==> src/rtl/kht_pkg.sv <==
// Shared types and constants for the keyed highest bid table.
`timescale 1ns / 1ps
`default_nettype none

package kht_pkg;

    localparam int TABLE_ENTRIES = 64;
    localparam int IDX_W         = $clog2(TABLE_ENTRIES);
    localparam int CNT_W         = $clog2(TABLE_ENTRIES + 1);

    typedef logic [IDX_W-1:0] idx_t;
    typedef logic [CNT_W-1:0] cnt_t;

    typedef enum logic [1:0] {
        FUNC_SET    = 2'd0,
        FUNC_REMOVE = 2'd1,
        FUNC_QUERY  = 2'd2,
        FUNC_RSVD   = 2'd3
    } func_t;

    typedef struct packed {
        logic [15:0] item;
        logic [15:0] user;
        logic [31:0] bid;
    } entry_t;

    typedef struct packed {
        logic   we;
        idx_t   waddr;
        entry_t wdata;
        logic   re;
        idx_t   raddr;
    } mem_req_t;

endpackage

`default_nettype wire

==> src/rtl/kht_entry_ram.sv <==
// Entry storage: one write port, one read port with registered read data.
`timescale 1ns / 1ps
`default_nettype none

module kht_entry_ram (
    input  wire logic             clk,
    input  wire kht_pkg::mem_req_t req,
    output kht_pkg::entry_t       rdata
);
    import kht_pkg::*;

    entry_t mem [TABLE_ENTRIES];
    entry_t rdata_reg;

    always_ff @(posedge clk)
    begin
        if (req.we)
        begin
            mem[req.waddr] <= req.wdata;
        end
        if (req.re)
        begin
            rdata_reg <= mem[req.raddr];
        end
    end

    assign rdata = rdata_reg;

endmodule

`default_nettype wire

==> src/rtl/kht_ctrl.sv <==
// Request sequencer: scans the entry RAM, tracks match/free/best, writes back.
`timescale 1ns / 1ps
`default_nettype none

module kht_ctrl (
    input  wire logic             clk,
    input  wire logic             rst_n,
    input  wire logic             start,
    output logic                  busy,
    input  wire logic [1:0]       func,
    input  wire logic [15:0]      user_id,
    input  wire logic [15:0]      item_id,
    input  wire logic [31:0]      bid_amount,
    output logic                  done,
    output logic                  status,
    output logic                  found,
    output logic [15:0]           top_bidder,
    output kht_pkg::mem_req_t     req,
    input  wire kht_pkg::entry_t  rdata
);
    import kht_pkg::*;

    typedef enum logic [2:0] {
        ST_IDLE   = 3'b001,
        ST_SCAN   = 3'b010,
        ST_FINISH = 3'b100
    } state_t;

    state_t state_reg, state_next;

    logic [1:0]   func_reg;
    logic [15:0]  user_reg;
    logic [15:0]  item_reg;
    logic [31:0]  bid_reg;

    cnt_t         cnt_reg;
    logic         chk_vld_reg;
    idx_t         chk_idx_reg;

    logic [TABLE_ENTRIES-1:0] valid_reg;

    logic         match_hit_reg, free_hit_reg, any_reg;
    idx_t         match_idx_reg, free_idx_reg;
    logic [31:0]  best_bid_reg;
    logic [15:0]  best_user_reg;

    logic         done_reg, status_reg, found_reg;
    logic [15:0]  top_reg;

    logic         issue;
    logic         cur_valid;
    logic         item_eq;
    logic         key_eq;
    logic         better;
    logic         scan_end;

    assign busy     = (state_reg != ST_IDLE);
    assign issue    = (state_reg == ST_SCAN) && (cnt_reg != CNT_W'(TABLE_ENTRIES));
    assign scan_end = (state_reg == ST_SCAN) && (cnt_reg == CNT_W'(TABLE_ENTRIES))
                      && !chk_vld_reg;

    assign cur_valid = valid_reg[chk_idx_reg];
    assign item_eq   = cur_valid && (rdata.item == item_reg);
    assign key_eq    = item_eq && (rdata.user == user_reg);
    assign better    = !any_reg || (rdata.bid > best_bid_reg)
                       || ((rdata.bid == best_bid_reg) && (rdata.user > best_user_reg));

    always_comb
    begin
        state_next = state_reg;
        unique case (state_reg)
            ST_IDLE:
            begin
                if (start)
                begin
                    state_next = ST_SCAN;
                end
            end
            ST_SCAN:
            begin
                if (scan_end)
                begin
                    state_next = ST_FINISH;
                end
            end
            ST_FINISH:
            begin
                state_next = ST_IDLE;
            end
            default:
            begin
                state_next = ST_IDLE;
            end
        endcase
    end

    // Write back only at the end of the scan, so no read can see a stale entry.
    always_comb
    begin
        req.re          = issue;
        req.raddr       = cnt_reg[IDX_W-1:0];
        req.we          = 1'b0;
        req.waddr       = match_hit_reg ? match_idx_reg : free_idx_reg;
        req.wdata.item  = item_reg;
        req.wdata.user  = user_reg;
        req.wdata.bid   = bid_reg;
        if ((state_reg == ST_FINISH) && (func_reg == FUNC_SET)
            && (match_hit_reg || free_hit_reg))
        begin
            req.we = 1'b1;
        end
    end

    always_ff @(posedge clk or negedge rst_n)
    begin
        if (!rst_n)
        begin
            state_reg   <= ST_IDLE;
            chk_vld_reg <= 1'b0;
            valid_reg   <= '0;
            done_reg    <= 1'b0;
        end
        else
        begin
            state_reg   <= state_next;
            chk_vld_reg <= issue;
            done_reg    <= (state_reg == ST_FINISH);
            if (state_reg == ST_FINISH)
            begin
                case (func_reg)
                    FUNC_SET:
                    begin
                        if (match_hit_reg || free_hit_reg)
                        begin
                            valid_reg[req.waddr] <= 1'b1;
                        end
                    end
                    FUNC_REMOVE:
                    begin
                        if (match_hit_reg)
                        begin
                            valid_reg[match_idx_reg] <= 1'b0;
                        end
                    end
                    default:
                    begin
                    end
                endcase
            end
        end
    end

    always_ff @(posedge clk)
    begin
        if ((state_reg == ST_IDLE) && start)
        begin
            func_reg      <= func;
            user_reg      <= user_id;
            item_reg      <= item_id;
            bid_reg       <= bid_amount;
            cnt_reg       <= '0;
            match_hit_reg <= 1'b0;
            free_hit_reg  <= 1'b0;
            any_reg       <= 1'b0;
            best_bid_reg  <= '0;
            best_user_reg <= '0;
        end
        else
        begin
            if (issue)
            begin
                cnt_reg     <= cnt_reg + CNT_W'(1);
                chk_idx_reg <= cnt_reg[IDX_W-1:0];
            end
            if (chk_vld_reg)
            begin
                if (key_eq && !match_hit_reg)
                begin
                    match_hit_reg <= 1'b1;
                    match_idx_reg <= chk_idx_reg;
                end
                // Take the lowest-numbered free slot.
                if (!cur_valid && !free_hit_reg)
                begin
                    free_hit_reg <= 1'b1;
                    free_idx_reg <= chk_idx_reg;
                end
                if (item_eq && better)
                begin
                    any_reg       <= 1'b1;
                    best_bid_reg  <= rdata.bid;
                    best_user_reg <= rdata.user;
                end
            end
        end
        if (state_reg == ST_FINISH)
        begin
            status_reg <= (func_reg == FUNC_SET) && !match_hit_reg && !free_hit_reg;
            found_reg  <= (func_reg == FUNC_QUERY) && any_reg;
            top_reg    <= ((func_reg == FUNC_QUERY) && any_reg) ? best_user_reg : 16'd0;
        end
    end

    assign done       = done_reg;
    assign status     = status_reg;
    assign found      = found_reg;
    assign top_bidder = top_reg;

endmodule

`default_nettype wire

==> src/rtl/keyed_highest_bid_table.sv <==
// Top level of the keyed highest bid table: sequencer, entry RAM, checks.
//
// Channel   Handshake                 Payload
// request   start, accepted when !busy func, user_id, item_id, bid_amount
// result    done, one-cycle strobe     status, found, top_bidder
//
// Each request scans every entry once through the single RAM read port; the
// result beat appears in the cycle busy falls, when the next start is taken.
// Reset clears all valid bits at once; no clearing pass is needed.
// The result beat cannot be stalled; it is present for one cycle only.
`timescale 1ns / 1ps
`default_nettype none

module keyed_highest_bid_table (
    input  wire logic        clk,
    input  wire logic        rst_n,
    input  wire logic        start,
    output logic             busy,
    input  wire logic [1:0]  func,
    input  wire logic [15:0] user_id,
    input  wire logic [15:0] item_id,
    input  wire logic [31:0] bid_amount,
    output logic             done,
    output logic             status,
    output logic             found,
    output logic [15:0]      top_bidder
);
    import kht_pkg::*;

    mem_req_t req;
    entry_t   rdata;

    kht_ctrl u_ctrl (
        .clk        (clk),
        .rst_n      (rst_n),
        .start      (start),
        .busy       (busy),
        .func       (func),
        .user_id    (user_id),
        .item_id    (item_id),
        .bid_amount (bid_amount),
        .done       (done),
        .status     (status),
        .found      (found),
        .top_bidder (top_bidder),
        .req        (req),
        .rdata      (rdata)
    );

    kht_entry_ram u_ram (
        .clk   (clk),
        .req   (req),
        .rdata (rdata)
    );

    a_accept_busy: assert property (@(posedge clk) disable iff (!rst_n)
        (start && !busy) |=> busy)
        else $error("accepted request did not raise busy");

    a_done_after_busy: assert property (@(posedge clk) disable iff (!rst_n)
        done |-> $past(busy))
        else $error("result beat without a request in flight");

    a_done_single: assert property (@(posedge clk) disable iff (!rst_n)
        done |=> !done)
        else $error("more than one result beat for a request");

    a_result_fields: assert property (@(posedge clk) disable iff (!rst_n)
        done |-> (!(found && status) && (found || (top_bidder == 16'd0))))
        else $error("inconsistent result fields");

endmodule

`default_nettype wire
==> config.mk <==
export PLATFORM = sky130hd
export DESIGN_NAME = keyed_highest_bid_table
export DESIGN_NICKNAME = d
export VERILOG_FILES = /design/src/rtl/kht_pkg.sv /design/src/rtl/kht_entry_ram.sv /design/src/rtl/kht_ctrl.sv /design/src/rtl/keyed_highest_bid_table.sv
export SDC_FILE = /design/constraint.sdc
export NUM_CORES = 2
export LEC_CHECK = 0
export ABC_AREA = 0
export ABC_CLOCK_PERIOD_IN_PS = 5700
export BUFFER_PORTS_ARGS = -buffer_cell sky130_fd_sc_hd__buf_2
export CORE_MARGIN = 2
export CORE_UTILIZATION = 45
export DETAILED_ROUTE_END_ITERATION = 12
export PLACE_DENSITY = 0.64
export SLEW_MARGIN = 30
export SYNTH_ARGS = -nofsm -noshare
export SYNTH_HDL_FRONTEND = slang
export SYNTH_SLANG_ARGS = --single-unit
==> constraint.sdc <==
create_clock -name clk -period 5.7 [get_ports clk]
set_input_delay 0.285 -clock clk [delete_from_list [all_inputs] [get_ports clk]]
set_output_delay 0.285 -clock clk [all_outputs]
set_load 0.1 [all_outputs]
== Word-level counts from Yosys, hierarchy flattened ==
Memories as Yosys holds them, arrays and structs flattened. A register that Yosys moved wholly into a read port is not among the register bits.
Cells that the tools add are included.

* Muxes and demuxes: 16
* Eq/ne operators: 15
* Bitwise operators: 4
* Magnitude comparators: 7
* Reductions and logical operators: 35
* Add/sub/neg operators: 1

{| class="wikitable"
|+ Operators with widths
! operator !! number
|-
| 64-bit 2-to-1 mux || 2
|-
| 64-bit one-hot mux with 2 select lines || 1
|-
| 64-bit bitwise AND || 1
|-
| 64-bit NOT || 1
|-
| 64-bit bitwise OR || 1
|-
| 16-bit equality test || 2
|-
| 32-bit equality test || 1
|-
| 32-bit > comparator || 1
|-
| 6-bit by 7-bit < comparator with 1-bit output (second input constant) || 3
|-
| 1-bit logical AND || 17
|-
| 16-bit > comparator || 1
|-
| 1-bit demux with 6-bit select || 2
|-
| 6-bit by 1-bit >= comparator with 1-bit output (second input constant) || 2
|-
| 2-bit AND reduction || 5
|-
| 7-bit by 1-bit adder with 7-bit output (second input constant) || 1
|-
| 7-bit equality test (second input constant) || 1
|-
| 7-bit inequality test (second input constant) || 1
|-
| 1-bit binary-select mux with 6-bit select || 1
|-
| 1-bit 2-to-1 mux || 6
|-
| 3-bit 2-to-1 mux || 2
|-
| 6-bit 2-to-1 mux || 1
|-
| 3-bit one-hot mux with 2 select lines || 1
|-
| 3-bit AND reduction || 2
|-
| 1-bit logical NOT || 5
|-
| 13 further kinds || 17
|}

* Logic and storage cells: 99
* RAM bits: 4096
* Bits in registers: 229
* Input bits: 69
* Memories: 1

{| class="wikitable"
|+ Memory list
! name !! depth !! width !! rd ports !! clocked after Yosys merged registers in !! write ports !! line !! text
|-
| u_ram.mem || 64 || 64 || 1 || 1 || 1 || kht_entry_ram.sv:12 || <nowiki>entry_t mem [TABLE_ENTRIES];</nowiki>
|}

== Longest topological paths before layout ==
* Depth in word-level cells: 8
* Depth in mapped cells: 12
* Mapped depth without buffers: 9

== Modules after synthesis ==
A second synthesis with hierarchy kept.

* Cell total of the unflattened synthesis: 7580
* Area total of the unflattened synthesis: 167629.5 µm²

{| class="wikitable"
|+ By module, submodules not included
! module !! seq. area each (µm²) !! cells each !! times used !! area each (µm²)
|-
| kht_entry_ram || 124919.8 || 6598 || 1 || 156989.3
|-
| kht_ctrl || 5952.0 || 982 || 1 || 10640.2
|}

== Worst setup path after synthesis ==
OpenSTA, ideal clock, no wires.

* Kind: register to register
* Start: register u_ctrl.match_hit_reg
* End: memory u_ram.mem[17][0] in the netlist's numbering, enable pin
* Path slack: 0.888 ns
* Required time: 5.213 ns
* Setup time: 0.487 ns
* Period minus slack after synthesis: 4.812 ns
* Cell stages (with the launch flop): 8
* Arrival time: 4.326 ns
* Cell sequence: dfxtp_1 buf_1 clkbuf_1 a21oi_1 nor2_1 nand2_1 clkbuf_1 nor2_1

* Longest elaborated chain between the ends: 5
* Elaborated cells on any way between the ends: 6
* Classes of those cells: mux: 4; reduce/logical: 2

{| class="wikitable"
|+ RTL lines
! what !! line !! text
|-
| from (decl) || kht_ctrl.sv:42 || <nowiki>logic match_hit_reg, free_hit_reg, any_reg;</nowiki>
|-
| from (signal assigned) || kht_ctrl.sv:162 || <nowiki>match_hit_reg <= 1'b0;</nowiki>
|-
| from (signal assigned) || kht_ctrl.sv:179 || <nowiki>match_hit_reg <= 1'b1;</nowiki>
|-
| 1-bit logical OR || kht_ctrl.sv:108 || <nowiki>&& (match_hit_reg || free_hit_reg))</nowiki>
|-
| 1-bit logical AND || kht_ctrl.sv:108 ||
|-
| 1-bit 2-to-1 mux || kht_ctrl.sv:107 || <nowiki>if ((state_reg == ST_FINISH) && (func_reg == FUNC_SET)</nowiki>
|-
| 1-bit 2-to-1 mux || kht_entry_ram.sv:17 || <nowiki>if (req.we)</nowiki>
|-
| 1-bit 2-to-1 mux (implied by the code) || kht_entry_ram.sv:19 || <nowiki>mem[req.waddr] <= req.wdata;</nowiki>
|-
| to (decl) || kht_entry_ram.sv:12 ||
|}

Several ways; a longest one is shown, not always the timed one.

== Worst setup path in the final report ==
* Start: register u_ctrl.item_reg[2]
* End: register u_ctrl.best_bid_reg[20]

* Longest elaborated chain between the ends: 4

{| class="wikitable"
|+ RTL lines
! what !! line !! text
|-
| from (decl) || kht_ctrl.sv:33 || <nowiki>logic [15:0] item_reg;</nowiki>
|-
| from (signal assigned) || kht_ctrl.sv:159 || <nowiki>item_reg <= item_id;</nowiki>
|-
| 16-bit equality test || kht_ctrl.sv:63 || <nowiki>assign item_eq = cur_valid && (rdata.item == item_reg);</nowiki>
|-
| 1-bit logical AND || kht_ctrl.sv:63 ||
|-
| 1-bit logical AND || kht_ctrl.sv:188 || <nowiki>if (item_eq && better)</nowiki>
|-
| 2-bit AND reduction (no line) || -- ||
|-
| to (signal assigned) || kht_ctrl.sv:191 || <nowiki>best_bid_reg <= rdata.bid;</nowiki>
|-
| to (decl) || kht_ctrl.sv:44 || <nowiki>logic [31:0] best_bid_reg;</nowiki>
|}

No other way between the ends.
A chain may end at the register's enable or synchronous reset.

==> metrics.txt <==
area of the core=roughly 370000 um2; Net count, final=roughly 7500; Area growth, synth to finish=14.7%; multiplexer share of the synthesized area=0.184; routed via count=79700; Die H=613 um; outcome=finished with violations; Longest Clk Path Bufs=4; Synth Cell Area=167000 um2; dominant synthesized flop cell=edfxtp_1; # IOs=89; Starting DRT DRC Count=~11000; Final ANT Viol Nets=0; die width=613 um; Clock power frac=0.447; #FFs+latches synth=approximately 4400; Setup Skew=0.0859 ns; Root Driver=clkbuf_16; FF-to-FF End=u_ctrl.best_bid_reg[20]$_SDFFE_PP0P_; Critical Path RT=6.56 ns; max_cap viols=0; total gr overflow=0; # DRC=0; post-detail-place hpwl=~230000 um; leakage power=slightly below 0.06 uW; net switching power=around 12000 uW; Pint=slightly above 50000 uW; Placer Congestion=around 0.81; switch share=0.193; initial antenna violation count=10; Synth Instances=about 6800; CP Capture Type=flop; Netlist cell types=60; Synth Area in Compound Gates=0.00897; final hold vios=12; H-tree depth=5; FFs w/ async S/R, synth=0.0157; final setup fails=0; largest net degree at the start of global routing=roughly 110; Seq. cell area=roughly 130000 um2; number of flip-flops in the largest register=4096; number of global-route vias before repair=roughly 80000; Wirelength per Cell=35.5 um; setup_tns=0 ns; Seq/Total Area, Yosys=0.783; synth warn=0; pwr dens=329 nW/um2; Max transition margin=0.291; worst slew pin tran=about 1.1 ns; die area=between 300000 and 400000 um2; RSZ-0062 raised after global routing=no; Fin Hold WS=-0.0273 ns; logic gate share of total power=0.002; Peak VDD IR=roughly 270 uV; Flop pwr share=0.552; pre-CTS setup slack=1.78 ns; Starting Density=0.452; FP Rows=~220; Final WS setup=approximately 1.7 ns; fin crit period=between 3 and 4 ns; multi-input logic area=~35000 um2; Post-Synth XOR/XNOR Area=0.00199; total power=63100 uW; CP Launch Type=flop; critical-path maximum fanout=27; routed wire length=451000 um; PortBufs=around 90; failing checks=negative hold slack; syn avg cell area=around 24 um2; critical path type=flop to flop; Synth Area in Adders=0.00374; FMAX=around 250 MHz; Vias/cell=roughly 6.3; Post-Syn Nets=about 6900; clk slew on worst S/H paths=~0.060 ns; Worst R2R Setup Slack=around 1.7 ns; WP data arrival=4.85 ns; FF-to-FF Start=u_ctrl.item_reg[2]$_DFFE_PP_; Slew Limit Fails=0; global-route wire length before repair=628000 um; main combinational cell family by area after synthesis=multiplexers; fillers=between 20000 and 30000; fin crit share=0.700; worst hold path type=primary input to asynchronous set/reset pin; Tot GR Track Use=0.239; Post-synth EDFFs=between 4000 and 5000; 1st-pass router iterations=6; fraction of layout cells with a size suffix above 1=0.316; FF-to-FF path depth=8; CTS tree=done; later-pin clock latency in the skew report=between 0.9 and 1 ns; clk sinks=4389; Synth Area in Simple Gates=0.00824; number of clock buffers inserted by TritonCTS=about 430
==> routing by layer <==
layer / routed length [um] / part of all wire / vias to the layer above / GRT usage
li1: - / - / 30700 / -
met5: 29 / 0.000064 / - / 0
met4: 15400 / 0.034 / 4 / 0.0768
met3: 39700 / 0.088 / 770 / 0.0356
met2: 219000 / 0.49 / 4433 / 0.386
met1: 177000 / 0.39 / 43800 / 0.338
==> worst max-delay path by stage <==
| stage | start | end | cells after the start |
|---|---|---|---|
| 3_3_place_gp | u_ctrl.match_hit_reg$_SDFFE_PP0P_ | u_ram.mem[32][1]$_DFFE_PP_ | 5 |
| 5_1_grt | u_ctrl.cnt_reg[0]$_SDFFE_PP0P_ | u_ram.rdata[2]$_DFFE_PP_ | 7 |
| 6_report | u_ctrl.item_reg[2]$_DFFE_PP_ | u_ctrl.best_bid_reg[20]$_SDFFE_PP0P_ | 8 |
| 2_1_floorplan | u_ctrl.match_hit_reg$_SDFFE_PP0P_ | u_ram.mem[17][0]$_DFFE_PP_ | 7 |
| 4_1_cts | u_ctrl.cnt_reg[0]$_SDFFE_PP0P_ | u_ram.rdata[2]$_DFFE_PP_ | 7 |
| 3_5_place_dp | u_ctrl.cnt_reg[0]$_SDFFE_PP0P_ | u_ram.rdata[0]$_DFFE_PP_ | 7 |
==> synth_stat cells, types with 6 or more instances <==
cell type / n / area share
nand3_1: 58 / 0.0017
ha_1: 50 / 0.0037
mux4_2: 1359 / 0.18
nand4_1: 18 / 0.00067
buf_1: 82 / 0.0018
mux2i_1: 7 / 0.00042
nor2_1: 91 / 0.0020
a21o_1: 8 / 0.00036
clkbuf_1: 253 / 0.0057
dfxtp_1: 58 / 0.0069
edfxtp_1: 4262 / 0.77
nand3b_1: 6 / 0.00027
xor2_1: 17 / 0.00089
inv_1: 59 / 0.0013
nand2_1: 50 / 0.0011
buf_2: 20 / 0.00060
o21ai_0: 168 / 0.0050
a21oi_1: 70 / 0.0021
nor4_1: 8 / 0.00030
dfrtp_1: 68 / 0.010
and2_1: 18 / 0.00067
o21ai_1: 6 / 0.00018
xnor2_1: 21 / 0.0011
==> worst max-delay path: stages (launching register included) <==
cell and delay, ns:
edfxtp_1 0.65, xnor2_1 0.61, nand4_1 0.24, nor4_1 0.46, buf_4 0.26, and4b_2 0.86, buf_4 0.43, nand3_1 0.13
a21oi_1 0.18
==> placed cells by master, fill, tap and decap left out, types with 50 or more instances in the layout <==
cell	count
a21oi_1	70
buf_12	108
buf_2	88
buf_4	192
clkbuf_1	93
clkbuf_16	440
clkinv_1	90
clkinv_2	66
dfrtp_1	68
dfxtp_1	52
dlygate4sd3_1	108
edfxtp_1	4262
ha_1	50
inv_1	57
mux4_2	1359
nand3_1	58
nor2_4	64
o21ai_0	168
==> timing repair <==
action	in CTS	in global routing
setup buffers	0	0
hold buffers	108	0
gates resized for setup	0	0
endpoints found under the hold margin	139	0
endpoints found under the setup margin	0	0
==> cell type report <==
class / instances / area share
timing repair buffer: 502 / 0.0274
clock inverter: 248 / 0.0131
inverter: 59 / 0.00119
sequential: 4389 / 0.683
multi-input combinational: 2021 / 0.183
clock buffer: 536 / 0.0595
tap: 4950 / 0.0323
antenna: 2 / 0.0000261
==> metrics by stage <==
step | instances | instance area, um2 | util
after floorplan | 6830 | 167000 | -
after global placement | 11800 | 176000 | 0.478
after detailed placement | 11800 | 177000 | 0.478
after CTS | 12700 | 192000 | 0.519
after global routing | 12700 | 192000 | 0.519
final | 12700 | 192000 | 0.519
==> power by group through the flow <==
stage / registers (uW) / clock network [uW] / logic [uW]
6_report: 34800 / 28200 / 96.6
5_1_grt: 34800 / 29800 / 107
4_1_cts: 34800 / 28600 / 99.8
3_5_place_dp: 35500 / 0 / 40.9
3_3_place_gp: 35500 / 0 / 40.0
2_1_floorplan: 35500 / 0 / 0.0122
==> logic make-up (layout without fill, tap and decap cells) <==
kind of cell             after synthesis  after routing
flip-flops                          4389           4389
multiplexers                        1373           1373
buffers and inverters                420           1345
AND/OR/NAND/NOR                      282            282
AO/OA/AOI/OAI                        278            278
adder cells (fa/ha/maj)               50             50
XOR/XNOR                              38             38
other                                  0              2
Note: power is estimated with default switching activity, not from simulation.
